==> config.mk <==
export PLATFORM = sky130hd
export DESIGN_NAME = int_to_radix_ascii
export DESIGN_NICKNAME = d
export VERILOG_FILES = /design/src/itra_pkg.sv /design/src/itra_div.sv /design/src/int_to_radix_ascii.sv
export SDC_FILE = /design/constraint.sdc
export NUM_CORES = 1
export LEC_CHECK = 0
export ABC_AREA = 1
export BUFFER_PORTS_ARGS = -buffer_cell sky130_fd_sc_hd__buf_2
export CAP_MARGIN = 20
export CELL_PAD_IN_SITES_DETAIL_PLACEMENT = 0
export CELL_PAD_IN_SITES_GLOBAL_PLACEMENT = 1
export CORE_ASPECT_RATIO = 1.2
export CORE_MARGIN = 5
export CORE_UTILIZATION = 52
export DETAILED_ROUTE_END_ITERATION = 6
export PLACE_DENSITY_LB_ADDON = 0.08
export SLEW_MARGIN = 20
export SYNTH_ARGS = -nofsm -noshare
export SYNTH_HDL_FRONTEND = slang
export SYNTH_SLANG_ARGS = --single-unit
==> constraint.sdc <==
create_clock -name clk -period 12.2 [get_ports clk]
set_clock_uncertainty 0.15 [all_clocks]
set_input_delay 1.83 -clock clk [delete_from_list [all_inputs] [get_ports clk]]
set_output_delay 1.83 -clock clk [all_outputs]
set_load 0.02 [all_outputs]
==> src/itra_pkg.sv <==
// Shared types, constants and the digit-to-ASCII function for the radix text converter.
package itra_pkg;

    localparam int VALUE_WIDTH = 32;
    localparam int NUMBER_W    = 32;
    localparam int RADIX_W     = 6;
    localparam int CHAR_W      = 7;
    localparam int DIGIT_W     = RADIX_W;
    localparam int STEP_W      = $clog2(VALUE_WIDTH);
    localparam int CNT_W       = $clog2(VALUE_WIDTH + 1);

    localparam logic [RADIX_W-1:0] RADIX_MIN = RADIX_W'(2);
    localparam logic [RADIX_W-1:0] RADIX_MAX = RADIX_W'(36);
    localparam logic [RADIX_W-1:0] RADIX_DEC = RADIX_W'(10);

    localparam logic [CHAR_W-1:0]  CHAR_MINUS  = CHAR_W'(45);
    localparam logic [CHAR_W-1:0]  CHAR_ZERO   = CHAR_W'(48);
    localparam logic [CHAR_W-1:0]  CHAR_LETTER = CHAR_W'(55);
    localparam logic [DIGIT_W-1:0] DIGIT_TEN   = DIGIT_W'(10);

    typedef struct packed {
        logic signed [NUMBER_W-1:0] number;
        logic [RADIX_W-1:0]         radix;
    } in_t;

    typedef struct packed {
        logic [CHAR_W-1:0] character;
        logic              last_char;
    } out_t;

    typedef struct packed {
        logic load;
    } div_ctl_t;

    typedef struct packed {
        logic busy;
        logic done;
    } div_stat_t;

    function automatic logic [CHAR_W-1:0] digit_char(input logic [DIGIT_W-1:0] d);
        logic [CHAR_W-1:0] ext;
        ext = CHAR_W'(d);
        if (d < DIGIT_TEN)
            return ext + CHAR_ZERO;
        else
            return ext + CHAR_LETTER;
    endfunction

endpackage

==> src/itra_div.sv <==
// Bit-serial restoring divider: one quotient bit per cycle by a small radix.
module itra_div (
    input  logic                               clk,
    input  logic                               rst_n,
    input  itra_pkg::div_ctl_t                 ctl,
    input  logic [itra_pkg::VALUE_WIDTH-1:0]   dividend,
    input  logic [itra_pkg::RADIX_W-1:0]       base,
    output itra_pkg::div_stat_t                stat,
    output logic [itra_pkg::VALUE_WIDTH-1:0]   quotient,
    output logic [itra_pkg::DIGIT_W-1:0]       remainder
);
    import itra_pkg::*;

    logic [VALUE_WIDTH-1:0] quo_reg;
    logic [DIGIT_W-1:0]     rem_reg;
    logic [STEP_W-1:0]      step_reg;
    logic                   active_reg;
    logic                   done_reg;

    logic [DIGIT_W:0]       trial;
    logic [DIGIT_W:0]       base_ext;
    logic                   fits;
    logic [DIGIT_W-1:0]     rem_next;

    assign trial    = {rem_reg, quo_reg[VALUE_WIDTH-1]};
    assign base_ext = {1'b0, base};
    assign fits     = trial >= base_ext;
    assign rem_next = fits ? DIGIT_W'(trial - base_ext) : DIGIT_W'(trial);

    always_ff @(posedge clk or negedge rst_n)
    begin
        if (!rst_n)
        begin
            active_reg <= 1'b0;
            done_reg   <= 1'b0;
            step_reg   <= '0;
        end
        else
        begin
            done_reg <= 1'b0;
            if (ctl.load)
            begin
                active_reg <= 1'b1;
                step_reg   <= '0;
            end
            else if (active_reg)
            begin
                step_reg <= step_reg + STEP_W'(1);
                if (step_reg == STEP_W'(VALUE_WIDTH - 1))
                begin
                    active_reg <= 1'b0;
                    done_reg   <= 1'b1;
                end
            end
        end
    end

    always_ff @(posedge clk)
    begin
        if (ctl.load)
        begin
            quo_reg <= dividend;
            rem_reg <= '0;
        end
        else if (active_reg)
        begin
            quo_reg <= {quo_reg[VALUE_WIDTH-2:0], fits};
            rem_reg <= rem_next;
        end
    end

    assign stat.busy = active_reg;
    assign stat.done = done_reg;
    assign quotient  = quo_reg;
    assign remainder = rem_reg;

endmodule

==> src/int_to_radix_ascii.sv <==
// Top level: integer to ASCII text in radix 2 to 36, most significant digit first.
// The number is read as signed in radix 10 and as unsigned in every other radix.
//   channel    handshake       payload             transfer at
//   input      start / busy    operand (in_t)      rising edge with start high, busy low
//   output     strobe          result (out_t)      rising edge ending the strobe cycle
//
// Each digit is the remainder of a full division in the bit-serial divider, and the
// quotient is divided again until it is zero; the characters then leave the digit
// stack back to back, after a '-' sign if there is one.
// Reset clears the sequencer and the divider control; no item is pending after it.
// The receiver cannot stall: every character is shown for exactly one cycle.
module int_to_radix_ascii (
    input  logic            clk,
    input  logic            rst_n,
    input  logic            start,
    input  itra_pkg::in_t   operand,
    output logic            busy,
    output logic            strobe,
    output itra_pkg::out_t  result
);
    import itra_pkg::*;

    typedef enum logic [1:0] {
        S_IDLE,
        S_DIVIDE,
        S_SIGN,
        S_EMIT
    } state_t;

    state_t                 state_reg;
    logic [CNT_W-1:0]       count_reg;
    logic                   minus_reg;
    logic [RADIX_W-1:0]     base_reg;
    logic                   strobe_reg;
    out_t                   result_reg;
    logic [DIGIT_W-1:0]     digits_reg [VALUE_WIDTH];

    logic                   accept;
    logic [RADIX_W-1:0]     base_sat;
    logic [VALUE_WIDTH-1:0] raw;
    logic                   neg;
    logic [VALUE_WIDTH-1:0] mag;
    logic                   push;
    logic                   pop;
    logic                   quo_zero;

    div_ctl_t               div_ctl;
    div_stat_t              div_stat;
    logic [VALUE_WIDTH-1:0] div_dividend;
    logic [VALUE_WIDTH-1:0] div_quo;
    logic [DIGIT_W-1:0]     div_rem;

    assign accept = start && (state_reg == S_IDLE);

    always_comb
    begin
        priority if (operand.radix < RADIX_MIN)
            base_sat = RADIX_MIN;
        else if (operand.radix > RADIX_MAX)
            base_sat = RADIX_MAX;
        else
            base_sat = operand.radix;
    end

    assign raw = VALUE_WIDTH'(operand.number);
    assign neg = (base_sat == RADIX_DEC) && raw[VALUE_WIDTH-1];
    assign mag = neg ? (~raw + VALUE_WIDTH'(1)) : raw;

    assign quo_zero     = (div_quo == '0);
    assign push         = (state_reg == S_DIVIDE) && div_stat.done;
    assign pop          = (state_reg == S_EMIT);
    assign div_ctl.load = accept || (push && !quo_zero);
    assign div_dividend = accept ? mag : div_quo;

    itra_div u_div (
        .clk       (clk),
        .rst_n     (rst_n),
        .ctl       (div_ctl),
        .dividend  (div_dividend),
        .base      (base_reg),
        .stat      (div_stat),
        .quotient  (div_quo),
        .remainder (div_rem)
    );

    always_ff @(posedge clk or negedge rst_n)
    begin
        if (!rst_n)
        begin
            state_reg  <= S_IDLE;
            count_reg  <= '0;
            minus_reg  <= 1'b0;
            base_reg   <= RADIX_MIN;
            strobe_reg <= 1'b0;
            result_reg <= '0;
        end
        else
        begin
            strobe_reg <= 1'b0;
            unique case (state_reg)
                S_IDLE:
                begin
                    if (start)
                    begin
                        state_reg <= S_DIVIDE;
                        minus_reg <= neg;
                        base_reg  <= base_sat;
                        count_reg <= '0;
                    end
                end
                S_DIVIDE:
                begin
                    if (div_stat.done)
                    begin
                        count_reg <= count_reg + CNT_W'(1);
                        if (quo_zero)
                            state_reg <= minus_reg ? S_SIGN : S_EMIT;
                    end
                end
                S_SIGN:
                begin
                    strobe_reg           <= 1'b1;
                    result_reg.character <= CHAR_MINUS;
                    result_reg.last_char <= 1'b0;
                    state_reg            <= S_EMIT;
                end
                S_EMIT:
                begin
                    strobe_reg           <= 1'b1;
                    result_reg.character <= digit_char(digits_reg[0]);
                    result_reg.last_char <= (count_reg == CNT_W'(1));
                    count_reg            <= count_reg - CNT_W'(1);
                    if (count_reg == CNT_W'(1))
                        state_reg <= S_IDLE;
                end
            endcase
        end
    end

    // push the newest digit on top, pop from the top
    always_ff @(posedge clk)
    begin
        if (push)
        begin
            digits_reg[0] <= div_rem;
            for (int i = 1; i < VALUE_WIDTH; i++)
                digits_reg[i] <= digits_reg[i-1];
        end
        else if (pop)
        begin
            for (int i = 0; i < VALUE_WIDTH - 1; i++)
                digits_reg[i] <= digits_reg[i+1];
        end
    end

    assign busy   = (state_reg != S_IDLE);
    assign strobe = strobe_reg;
    assign result = result_reg;

    a_load_when_free: assert property (@(posedge clk) disable iff (!rst_n)
        div_ctl.load |-> !div_stat.busy)
        else $error("divider loaded while running");

    a_busy_after_accept: assert property (@(posedge clk) disable iff (!rst_n)
        accept |=> busy)
        else $error("busy not raised after input transfer");

    a_gap_after_last: assert property (@(posedge clk) disable iff (!rst_n)
        (strobe && result.last_char) |=> !strobe)
        else $error("character transfer right after final character");

    a_emit_has_digit: assert property (@(posedge clk) disable iff (!rst_n)
        (state_reg == S_EMIT) |-> (count_reg != '0))
        else $error("digit stack empty while emitting");

endmodule

======== Word-level counts from Yosys, hierarchy flattened ========
Memory sizes are Yosys's and may differ from the RTL's.
Index checks and enable logic that the tools add are counted.
word-level totals
  memory bits (writable) .................. 192
  memories ................................ 1
  word-level logic and storage cells ...... 147
  flip-flop bits (word level) ............. 69
  output and inout bits ................... 10
  bits of input ports ..................... 41
memory list
  memory      words  width  rd ports  clocked after memory_dff  write ports  line                      source
  digits_reg  32     6      32        0                         32           int_to_radix_ascii.sv:36  logic [DIGIT_W-1:0] digits_reg [VALUE_WIDTH];
operators by class
  magnitude comparators ................... 4
  equality and inequality tests ........... 11
  bitwise logic cells ..................... 32
  add/sub/neg operators ................... 7
  muxes and demuxes ....................... 63
  reduce and logical (&&, ||, !) cells .... 17
operators by type and width
  kind                                                                           count
  6-bit two-way mux                                                              36
  32-bit two-way mux                                                             4
  32-bit by 1-bit adder with 32-bit output (second input constant)               1
  32-bit logical NOT                                                             1
  32-bit inverter                                                                1
  1-bit OR                                                                       31
  6-bit one-hot mux with 3 select lines                                          1
  8-bit one-hot mux with 2 select lines                                          1
  6-bit by 6-bit adder with 7-bit output (second input constant)                 2
  1-bit two-way mux                                                              13
  5-bit two-way mux                                                              2
  2-bit two-way mux                                                              4
  2-bit one-hot mux with 4 select lines                                          1
  7-bit by 6-bit >= comparator with 1-bit output                                 1
  7-bit two-way mux                                                              1
  6-bit by 1-bit adder with 6-bit output (second input constant)                 1
  6-bit by 1-bit equality test with 1-bit output (second input constant)         1
  6-bit by 4-bit equality test with 1-bit output (second input constant)         1
  6-bit > comparator (second input constant)                                     1
  6-bit by 2-bit less-than comparator with 1-bit output (second input constant)  1
  6-bit by 4-bit less-than comparator with 1-bit output (second input constant)  1
  2-bit inequality test (second input constant)                                  3
  2-bit nonzero test                                                             3
  6-bit by 1-bit subtractor with 6-bit output (second input constant)            1
  other kinds (15)                                                               21

======== Logic depth before layout (Yosys ltp) ========
Gate-level depths: netlist of run 1.
  depth in word-level cells ............... 8
  mapped depth ............................ 12
  mapped depth without buffers ............ 12

======== Cells and area by module ========
From an unflattened synthesis of run 1, not the netlist that was laid out.
second synthesis, totals
  cells, all modules ...................... 1,614
  area, all modules ....................... 13,571.8 sq um
by module, submodules not included
  module              instances  cells each  sequential area each (sq um)  area an instance (sq um)
  int_to_radix_ascii  1          1,347       6,367.4                       11,230.8
  itra_div            1          267         1,256.2                       2,341.0

======== Least setup slack after synthesis of run 1 ========
Ideal clock, no wire load.
  path type ............................... register to register
  start ................................... register state_reg[1]
  end ..................................... memory digits_reg[0][0] (netlist name), enable pin
  slack ................................... 6.289 ns
  stages on the path, launching flop included .. 7
  data arrival time ....................... 4.271 ns
  cells stage by stage .................... dfrtp_1 inv_1 ha_1 buf_2 nand2_2 buf_1 nand2_1
RTL lines
  what                    line                       source
  from (decl)             int_to_radix_ascii.sv:30   state_t state_reg;
  from (signal assigned)  int_to_radix_ascii.sv:117  state_reg <= minus_reg ? S_SIGN : S_EMIT;
  to (decl)               int_to_radix_ascii.sv:36

======== Worst setup path after layout of run 1 ========
  start ................................... register state_reg[0]
  end ..................................... output port busy
on the way
  longest elaborated chain between the ends .. 1
RTL lines
  what                line                       source
  2-bit nonzero test  int_to_radix_ascii.sv:156  assign busy = (state_reg != S_IDLE);
  to (decl)           int_to_radix_ascii.sv:17   output logic busy,
Every way passes these cells.

==> metrics.yaml, run 1 <==
synth-simple-area-share_pct: 26.3
ys_top_cells_by_count: "nand2_1, edfxtp_1, o21ai_0, inv_1, nor2_1"
insertion_delay_ps: 530
firstDrtPassIters: 5
synth_seq_area_share_pct: 58.4
first_iter_violations: 652
crit_required_ps: 10220
cp_max_fo: 6
cts_num_sinks: 261
post-synth-top-area-cell: "edfxtp_1"
r2r_end: "digits_reg[3][30]$_DFFE_PP_"
cts_tree: "yes"
synth.area.mux_share_pct: 0.0863
grt-ovfl-total: 0
ys_async_sr_fraction_pct: 11.9
ios: 51
synth_nets: 1564
status: "finished, final reports clean"
whs_path_depth: 0
avgSynthCellArea_um2: 8.69
die_w_um: 155
tightest_slew_ps: 1030
clockBufferDepth: 3
p_per_area_nw_per_um2: 129
relSlewSlack_pct: 31.3
hold_violations: 0
root_buffer: "clkbuf_16"
initial_core_util_pct: 52.7
syn_area_um2: 13100
crit_type: "reg2out"
cts_resized: 0
synth-seq-cells: 261
ys_top_cells_by_area: "edfxtp_1, nand2_1, dfrtp_1"
slew_violations: 0
ir_worst_vdd_uv: 86.7
rsz0062_at_grt: "false"
synth_fa_ha_area_share_pct: 2.07
htreeDepth: 1
r2r_start: "state_reg[1]$_DFFE_PN0P_"
clk_pin_slew_worst_paths_ps: 60
grt.total_usage_pct: 19.3
synth-xor-area-share_pct: 0.470
yosysMostFrequentCell: "nand2_1"
cts_buffers: 28
synth_compound_area_share_pct: 6.81
hold_path.startpoint: "digits_reg[3][38]$_DFFE_PP_"
synth_top_family_by_area: "simple AND/OR/NAND/NOR gates"
grt_max_degree: 106
hpwl_um: 17800
drtAntennaViolNets: 0
hold_path_end: "digits_reg[3][44]$_DFFE_PP_"
port_buffers: 50
grt_pass1_vias: 9560
total_power_w: 0.00187
total_leakage_power_nw: 6.35
worst_ep_arrival_time_ps: 1590
fp.dieArea_um2: 28400
routed_wl_um: 27300
r2r_setup_slack_ps: 8740
yosysUniqueCellTypes: 41
worstSetupStartpointType: "flop"
finalCriticalPeriod_ps: 3570
ys.flop_type: "edfxtp_1"
layout-drive-gt1-share_pct: 8.18
rows: 63
n_antenna_cell: 0
finalSetupTns_ps: 0
wire_per_inst_um: 14.5
hold_path.class: "reg2reg"
fmax_mhz: 280
vias_per_cell: 5.19
fp.dieH_um: 184
setup_viol: 0
drc: 0
finalCritPeriodShare_pct: 29.3
max_cap_viol_count: 0
synth_edf_count: 224
core-area_um2: 24800
r2r_cells: 6
cts_setup_buffers: 0
endpoint_kind: "primary output"
cts_hold_buf: 0
antenna_found_initial: 0
largest_reg_flops: 192
ys.warnings.count: 0
gp_congestion: 0.885
synth_cells: 1502
area_delta_synth_final_pct: 10.8
vias: 9740
nNetsFinal: 1592
synth_top_area_share_pct: 51.5
grt_pass1_wl_um: 45800
metrics by stage:
step	setup slack [ps]	hold WS, ps	util [%]	cells	area, um2
global route	8490	320	58.4	1877	14500
global placement	8470	282	54.5	1825	13500
floorplan	6290	277	-	1502	13100
finish	8630	302	58.4	1877	14500
detailed placement	8400	291	54.5	1825	13500
CTS	8600	303	58.4	1877	14500
per-layer routing:
metal  global-route usage, %  share of wire (%)  up-vias
li1                        -                  -     4958
met1                    24.6                 44     4602
met2                    34.6                 50      134
met3                    2.43                3.3       46
met4                    5.97                2.7        0
met5                       0                  0        -
cell families after synthesis:
group,count (synthesis)
simple gates,864
xor+xnor,7
compound gates,165
fa+ha+maj,21
mux,1
buf+inv,183
flops,261
layout by cell type (no fill, tap or decap), types with 3 or more instances in the layout:
cell / count
clkbuf_8: 4
clkbuf_1: 5
nand2_2: 4
nand4_1: 8
buf_2: 50
o22ai_1: 3
clkbuf_16: 31
a31oi_1: 3
clkinv_2: 7
ha_1: 19
nor2_4: 3
dfrtp_1: 30
xor2_1: 5
nor3_1: 5
nor2_1: 103
o21ai_0: 118
o21ai_1: 3
nand2_1: 657
a21oi_1: 22
dfxtp_1: 6
edfxtp_1: 224
o21bai_1: 9
inv_1: 118
nand3_1: 74
buf_4: 8
critical path: stages (launching register included):
cell and delay [ps]:
dfrtp_1 440, inv_1 150, ha_1 240, inv_1 70, buf_2 160
power by group:
group          internal [W]  switching, W  leakage [nW]
Combinational     0.0000119     0.0000255          3.66
Sequential         0.000956             0          2.21
Clock              0.000527      0.000349         0.479
cell type report:
cell class | count | area, um2
Tap cell | 325 | 407
Inverter | 123 | 465
Fill cell | 2273 | 10300
Clock buffer | 40 | 850
Timing Repair Buffer | 58 | 310
Clock inverter | 12 | 119
Sequential cell | 261 | 7620
Multi-Input combinational cell | 1058 | 4690
how the worst max path moves through the flow:
stage / cells past startpoint / to / slack, ps / startpoint
floorplan: 6 / digits_reg[0][0]$_DFFE_PP_ / 6290 / state_reg[1]$_DFFE_PN0P_
global placement: 7 / u_div.quotient[0]$_DFFE_PP_ / 8470 / start
detailed placement: 7 / u_div.quotient[0]$_DFFE_PP_ / 8400 / start
CTS: 4 / busy / 8600 / state_reg[0]$_DFFE_PN0P_
global route: 6 / digits_reg[1][35]$_DFFE_PP_ / 8490 / state_reg[1]$_DFFE_PN0P_
finish: 4 / busy / 8630 / state_reg[0]$_DFFE_PN0P_
Note: power is estimated with default switching activity, not from simulation.
==> run 2, diff against run 1 <==
Settings changed: ABC_AREA 1 to 0.
Clock period 12.2 ns to 3.55 ns, I/O delays scaled along.
==> run 2 against run 1 <==
Via count decreased by 27%. Critical path depth increased by 1. Largest cell class unchanged. Total power increased to 3.2 times the previous value. Synthesized cell count decreased by 41%. Non-clock buffer count increased by 5. Clock-buffer cell count decreased by 6. Sequential share of layout area increased by 2.4 points. First-iteration DRC count decreased by 44%. Sequential power increased to 3.4 times the previous value. Worst hold slack got worse by 150 ps. Cell count decreased by 32%.
==> metrics.yaml, run 2 <==
fp.dieH_um: 179  # was 184 um
cp-startpoint: "state_reg[1]$_DFFE_PN0P_"  # was state_reg[0]$_DFFE_PN0P_
r2r_end: "digits_reg[3][9]$_DFFE_PP_"  # was digits_reg[3][30]$_DFFE_PP_
rows: 62  # was 63
htreeDepth: 1  # unchanged
relSlewSlack_pct: 34.8  # was 31.3%
tightest_slew_ps: 978  # was 1030 ps
wire_per_inst_um: 17.1  # was 14.5 um
die_w_um: 151  # was 155 um
n_antenna_cell: 0  # unchanged
max_cap_viol_count: 0  # unchanged
grt_pass1_vias: 7418  # was 9560
cts_buffers: 27  # was 28
routed_wl_um: 21700  # was 27300 um
gp_congestion: 0.867  # was 0.885
nFillCells: 1948  # was 2273
core-area_um2: 23700  # was 24800 um2
insertion_delay_ps: 510  # was 530 ps
r2r_cells: 5  # was 6
path_cells: "inv_1 > ha_1 > nand2_4 > buf_4 > mux2_2"  # was inv_1 > ha_1 > inv_1 > buf_2
yosysMostFrequentCell: "edfxtp_1"  # was nand2_1
crit_type: "reg2reg"  # was reg2out
crit_path_end: "digits_reg[3][9]$_DFFE_PP_"  # was busy
synth_edf_count: 224  # unchanged
antenna_found_initial: 0  # unchanged
grt_pass1_wl_um: 36300  # was 45800 um
finalCritPeriodShare_pct: 77.0
crit_required_ps: 3660  # was 10220 ps
ys.flop_type: "edfxtp_1"  # unchanged
hold_violations: 0  # unchanged
slew_violations: 0  # unchanged
vias_per_cell: 5.62  # was 5.19
cpPeakStageDelay_ps: 710  # was 440 ps
synth-seq-cells: 261  # unchanged
r2r_start: "state_reg[1]$_DFFE_PN0P_"  # unchanged
r2r_setup_slack_ps: 820  # was 8740 ps
clockBufferDepth: 3  # unchanged
port_buffers: 50  # unchanged
synth_nets: 946  # was 1564
placement.setup.worst_slack_ps: 609  # was 8400 ps
cp_max_fo: 78  # was 6
first_iter_violations: 365  # was 652
grt.total_usage_pct: 16.3  # was 19.3%
total_leakage_power_nw: 4.46  # was 6.35 nW
ios: 51  # unchanged
nNetsFinal: 993  # was 1592
p_per_area_nw_per_um2: 432  # was 129 nW/um2
drc: 0  # unchanged
rsz0062_at_grt: "false"  # unchanged
cts_resized: 0  # unchanged
final_common_cell: "edfxtp_1"  # was nand2_1
firstDrtPassIters: 4  # was 5
layout_common_cells: "edfxtp_1, mux2_2, buf_2"  # was nand2_1, edfxtp_1, inv_1, o21ai_0, nor2_1
hold_path.class: "in2reg"  # was reg2reg
syn_area_um2: 12400  # was 13100 um2
root_buffer: "clkbuf_16"  # unchanged
worst_ep_arrival_time_ps: 2840  # was 1590 ps
ys_top_cells_by_count: "edfxtp_1, mux2_2, o21ai_0, nand3_1, clkbuf_1"  # was nand2_1, edfxtp_1, o21ai_0, inv_1, nor2_1
ys_top_cells_by_area: "edfxtp_1, mux2_2, dfrtp_1"  # was edfxtp_1, nand2_1, dfrtp_1
grt_max_degree: 122  # was 106
cts_tree: "yes"  # unchanged
largest_reg_flops: 192  # unchanged
final_area_um2: 13800  # was 14500 um2
synth_seq_area_share_pct: 61.5  # was 58.4%
ys.warnings.count: 0  # unchanged
avgSynthCellArea_um2: 14.0  # was 8.69 um2
ir_worst_vdd_uv: 349  # was 86.7 uV
status: "finished, final reports clean"  # unchanged
fp.dieArea_um2: 27000  # was 28400 um2
fmax_mhz: 366
worstSetupStartpointType: "flop"  # unchanged
drtAntennaViolNets: 0  # unchanged
layout_setup_ws_ps: 817  # was 8630 ps
synth_top_area_share_pct: 54.3  # was 51.5%
setup_viol: 0  # unchanged
post-synth-top-area-cell: "edfxtp_1"  # unchanged
yosysUniqueCellTypes: 64  # was 41
finalCriticalPeriod_ps: 2730
hpwl_um: 14500  # was 17800 um
synth_cells: 884  # was 1502
initial_core_util_pct: 52.2  # was 52.7%
vias: 7122  # was 9740
grt-ovfl-total: 0  # unchanged
endpoint_kind: "flop"  # was primary output
area_delta_synth_final_pct: 11.6  # was 10.8%
ys_async_sr_fraction_pct: 11.9  # unchanged
layout-drive-gt1-share_pct: 31.6  # was 8.18%
clk_pin_slew_worst_paths_ps: 60  # about the same
crit_slowest_cell: "buf_4"  # was dfrtp_1
placed_area_um2: 13000  # was 13500 um2
finalSetupTns_ps: 0  # unchanged
cts_num_sinks: 261  # unchanged
run 2: cell count changes in the layout (fill, tap and decap cells not counted), moves of 11 or more:
cell / previous run / this run
o21ai_0: 118 / 49
nor2_1: 103 / 27
mux2_2: 1 / 184
nor4_1: 0 / 11
xnor2_1: 2 / 25
nand2_1: 657 / 30
nor3_1: 5 / 18
inv_1: 118 / 30
nand3_1: 74 / 38
run 2: kinds of logic after synthesis:
group                      after synthesis  synth area share (%)
muxes                                  190                  17.2
and+or+nand+nor                        169                  7.22
adders and majority gates               21                  2.18
DFF                                    261                  61.5
xor gates and xnor gates                37                  2.61
AOI/OAI and AO/OA                      129                  6.86
buffers and inverters                   77                  2.41
run 2: final cells by class:
class                           count  area, um2  share of cell area (%)
Sequential cell                   261       7620                    55.1
Multi-Input combinational cell    546       4510                    32.6
Clock buffer                       34        702                    5.07
Tap cell                          320        400                    2.89
Timing Repair Buffer               63        375                    2.71
Inverter                           32        120                   0.868
Clock inverter                     12        103                   0.742
run 2: what timing repair did:
| action | CTS | global route |
|---|---|---|
| endpoints found under the hold margin | 30 | 0 |
| hold buffers | 1 | 0 |
| setup buffers | 0 | 0 |
run 2: stage by stage:
stage / hold WS [ps] / power, W / utilization, % / instances
5_1_grt: 151 / 0.00618 / 58.3 / 1268
4_1_cts: 125 / 0.00605 / 58.3 / 1268
3_3_place_gp: 283 / 0.00343 / 54.9 / 1221
6_report: 148 / 0.00598 / 58.3 / 1268
3_5_place_dp: 286 / 0.00344 / 54.9 / 1221
2_1_floorplan: 86.9 / 0.00338 / - / 884
run 2: power breakdown:
group	total, W	leakage, nW	internal (W)	switching (W)
logic	0.0000870	1.83	0.0000365	0.0000505
registers	0.00329	2.24	0.00329	0
clock network	0.00261	0.394	0.00153	0.00108
run 2: worst min path at each step:
stage | from | slack [ps] | to | cells past startpoint
2_1_floorplan | rst_n | 90 | base_reg[0]$_DFFE_PN0P_ | 0
3_3_place_gp | digits_reg[3][41]$_DFFE_PP_ | 280 | digits_reg[3][47]$_DFFE_PP_ | 0
3_5_place_dp | digits_reg[3][41]$_DFFE_PP_ | 290 | digits_reg[3][47]$_DFFE_PP_ | 0
4_1_cts | operand[0] | 120 | base_reg[0]$_DFFE_PN0P_ | 3
5_1_grt | operand[0] | 150 | base_reg[0]$_DFFE_PN0P_ | 3
6_report | operand[0] | 150 | base_reg[0]$_DFFE_PN0P_ | 3
run 2: per-layer routing:
layer  global-route usage [%]  routed length [um]  vias up
met5                        0                   0        -
met4                     4.50                 451        0
met3                     2.15                 686       27
met2                     28.7               11200      110
met1                     21.0                9410     3509
li1                         -                   -     3476
run 2: critical path, delay by kind of cell (launching register included):
family	cells	cell delay, ps
muxes	1	420
adders and majority gates	1	340
and+or+nand+nor	1	160
DFF	1	460
buffers and inverters	2	840
==> run 3, diff against run 2 <==
Clock period 3.55 ns to 2.59 ns, I/O delays scaled along.
==> run 3 against run 2 <==
Fmax up 12%. Via count rose by 0.93%. Largest power group unchanged. Critical path type unchanged. Largest cell class unchanged. Register-to-register slack got worse by 660 ps. Die area unchanged.
==> metrics.yaml, run 3 (synthesis gave the netlist of run 2 again) <==
cpPeakStageDelay_ps: 570  # was 710 ps
crit_slowest_cell: "o31ai_1"  # was buf_4
drc: 0  # unchanged
relSlewSlack_pct: 50.7  # was 34.8%
r2r_end: "state_reg[1]$_DFFE_PN0P_"  # was digits_reg[3][9]$_DFFE_PP_
largest_reg_flops: 192  # unchanged
crit_required_ps: 2840  # was 3660 ps
grt_pass1_wl_um: 37400  # was 36300 um
switching_share_pct: 19.1  # was 18.9%
first_iter_violations: 464  # was 365
nNetsFinal: 1008  # was 993
status: "finished, final reports clean"  # unchanged
die_w_um: 151  # unchanged
n_antenna_cell: 0  # unchanged
final_common_cell: "edfxtp_1"  # unchanged
p_per_area_nw_per_um2: 594  # was 432 nW/um2
fp.dieArea_um2: 27000  # unchanged
insertion_delay_ps: 530  # was 510 ps
p_int_w: 0.00676  # was 0.00485 W
placement.setup.worst_slack_ps: 102  # was 609 ps
root_buffer: "clkbuf_16"  # unchanged
area_delta_synth_final_pct: 13.4  # was 11.6%
grt_pass1_vias: 7482  # was 7418
cp.depth: 6  # was 5
vias: 7188  # was 7122
layout_setup_ws_ps: 157  # was 817 ps
initial_core_util_pct: 52.2  # unchanged
finalCriticalPeriod_ps: 2430  # was 2730 ps
firstDrtPassIters: 4  # unchanged
r2r_start: "u_div.quotient[31]$_DFFE_PP_"  # was state_reg[1]$_DFFE_PN0P_
clockBufferDepth: 3  # unchanged
gp_congestion: 0.843  # was 0.867
antenna_found_initial: 0  # unchanged
max_cap_viol_count: 0  # unchanged
wire_per_inst_um: 17.5  # was 17.1 um
cp_max_fo: 2  # was 78
fp.dieH_um: 179  # unchanged
htreeDepth: 1  # unchanged
clkPwrFrac_pct: 44.6  # was 43.6%
power_frac_seq_pct: 53.9  # was 54.9%
r2r_cells: 6  # was 5
grt-ovfl-total: 0  # unchanged
hpwl_um: 15200  # was 14500 um
utilization_pct: 59.2  # was 58.3%
p_switching_w: 0.00160  # was 0.00113 W
total_leakage_power_nw: 4.58  # was 4.46 nW
rsz0062_at_grt: "false"  # unchanged
r2r_setup_slack_ps: 160  # was 820 ps
core-area_um2: 23700  # unchanged
drtAntennaViolNets: 0  # unchanged
worstSetupStartpointType: "flop"  # unchanged
cp-startpoint: "u_div.quotient[31]$_DFFE_PP_"  # was state_reg[1]$_DFFE_PN0P_
hold_path.class: "in2reg"  # unchanged
ios: 51  # unchanged
cts_resized: 0  # unchanged
layout-drive-gt1-share_pct: 32.8  # was 31.6%
setup_viol: 0  # unchanged
grt_max_degree: 127  # was 122
port_buffers: 50  # unchanged
hold_violations: 0  # unchanged
vias_per_cell: 5.59  # was 5.62
grt.total_usage_pct: 16.9  # was 16.3%
ir_worst_vdd_uv: 417  # was 349 uV
path_cells: "nor4_1 > nand4_1 > buf_4 > o31ai_1 > nand2_1 > mux2_2"  # was inv_1 > ha_1 > nand2_4 > buf_4 > mux2_2
power_frac_comb_pct: 1.5  # about the same
rows: 62  # unchanged
cpLargestDelayFamily: "simple AND/OR/NAND/NOR gates"  # was buffers and inverters
worst_ep_arrival_time_ps: 2680  # was 2840 ps
fmax_mhz: 411  # was 366 MHz
endpoint_kind: "flop"  # unchanged
finalSetupTns_ps: 0  # unchanged
cts_num_sinks: 261  # unchanged
routed_wl_um: 22500  # was 21700 um
crit_buf_inv: 1  # was 2
clk_pin_slew_worst_paths_ps: 60  # about the same
crit_type: "reg2reg"  # unchanged
cts_buffers: 27  # unchanged
slew_violations: 0  # unchanged
cts_tree: "yes"  # unchanged
crit_path_end: "state_reg[1]$_DFFE_PN0P_"  # was digits_reg[3][9]$_DFFE_PP_
finalCritPeriodShare_pct: 93.9  # was 77.0%
nFillCells: 1929  # was 1948
layout_common_cells: "edfxtp_1, mux2_2, buf_2"  # unchanged
tightest_slew_ps: 740  # was 978 ps
==> run 3: changes by cell type in the layout (fill, tap and decap cells not counted), moves of 2 or more <==
cell	previous run	this run
clkbuf_1	7	5
clkinvlp_4	0	2
dlygate4sd3_1	1	4
buf_4	10	18
buf_12	2	6
==> run 3: power by group through the flow <==
stage	logic, W	registers (W)	clock network [W]
floorplan	0.0000438	0.00459	0
detailed placement	0.000123	0.00459	0
global placement	0.000120	0.00459	0
finish	0.000128	0.00450	0.00373
global route	0.000141	0.00450	0.00401
CTS	0.000128	0.00450	0.00384
==> run 3: what timing repair did <==
action / 4_1_cts / 5_1_grt
setup endpoints to repair: 0 / 2
hold buffers: 4 / 0
setup buffers: 0 / 1
endpoints found under the hold margin: 33 / 0
==> run 3: metal layers <==
| metal | vias up | global-route usage (%) | routed length [um] | part of all wire, % |
|---|---|---|---|---|
| met1 | 3532 | 21.5 | 9760 | 43 |
| met4 | 0 | 4.54 | 482 | 2.1 |
| met5 | - | 0 | 0 | 0 |
| li1 | 3515 | - | - | - |
| met2 | 103 | 30.1 | 11500 | 51 |
| met3 | 38 | 2.78 | 735 | 3.3 |
==> run 3: layout make-up <==
type,instances,area (um2),share of cell area [%]
clock inverters,16,156,1.11
inverters,32,121,0.863
clock buffers,32,694,4.94
well taps,320,400,2.85
repair buffers,78,546,3.88
flip-flops and latches,261,7620,54.2
multi-input cells,546,4520,32.1
==> run 3: metrics by stage <==
step	power, W	instances	instance area [um2]	hold slack, ps
6_report	0.00836	1285	14100	54.2
5_1_grt	0.00865	1285	14100	38.3
4_1_cts	0.00847	1284	14100	28.6
3_5_place_dp	0.00471	1232	13200	285
3_3_place_gp	0.00471	1232	13200	283
2_1_floorplan	0.00463	884	12400	-57.1
==> run 3: worst min-delay path by stage <==
stage	start	endpoint	depth (start not counted)
3_3_place_gp	digits_reg[3][37]$_DFFE_PP_	digits_reg[3][43]$_DFFE_PP_	0
2_1_floorplan	rst_n	base_reg[0]$_DFFE_PN0P_	0
4_1_cts	operand[2]	base_reg[2]$_DFFE_PN0P_	3
5_1_grt	operand[2]	base_reg[2]$_DFFE_PN0P_	3
6_report	operand[2]	base_reg[2]$_DFFE_PN0P_	3
3_5_place_dp	digits_reg[3][37]$_DFFE_PP_	digits_reg[3][43]$_DFFE_PP_	0
==> run 3: tightest hold or removal path, stage by stage <==
cell,delay [ps]
buf_2,120
nor2_1,100
a22oi_1,70
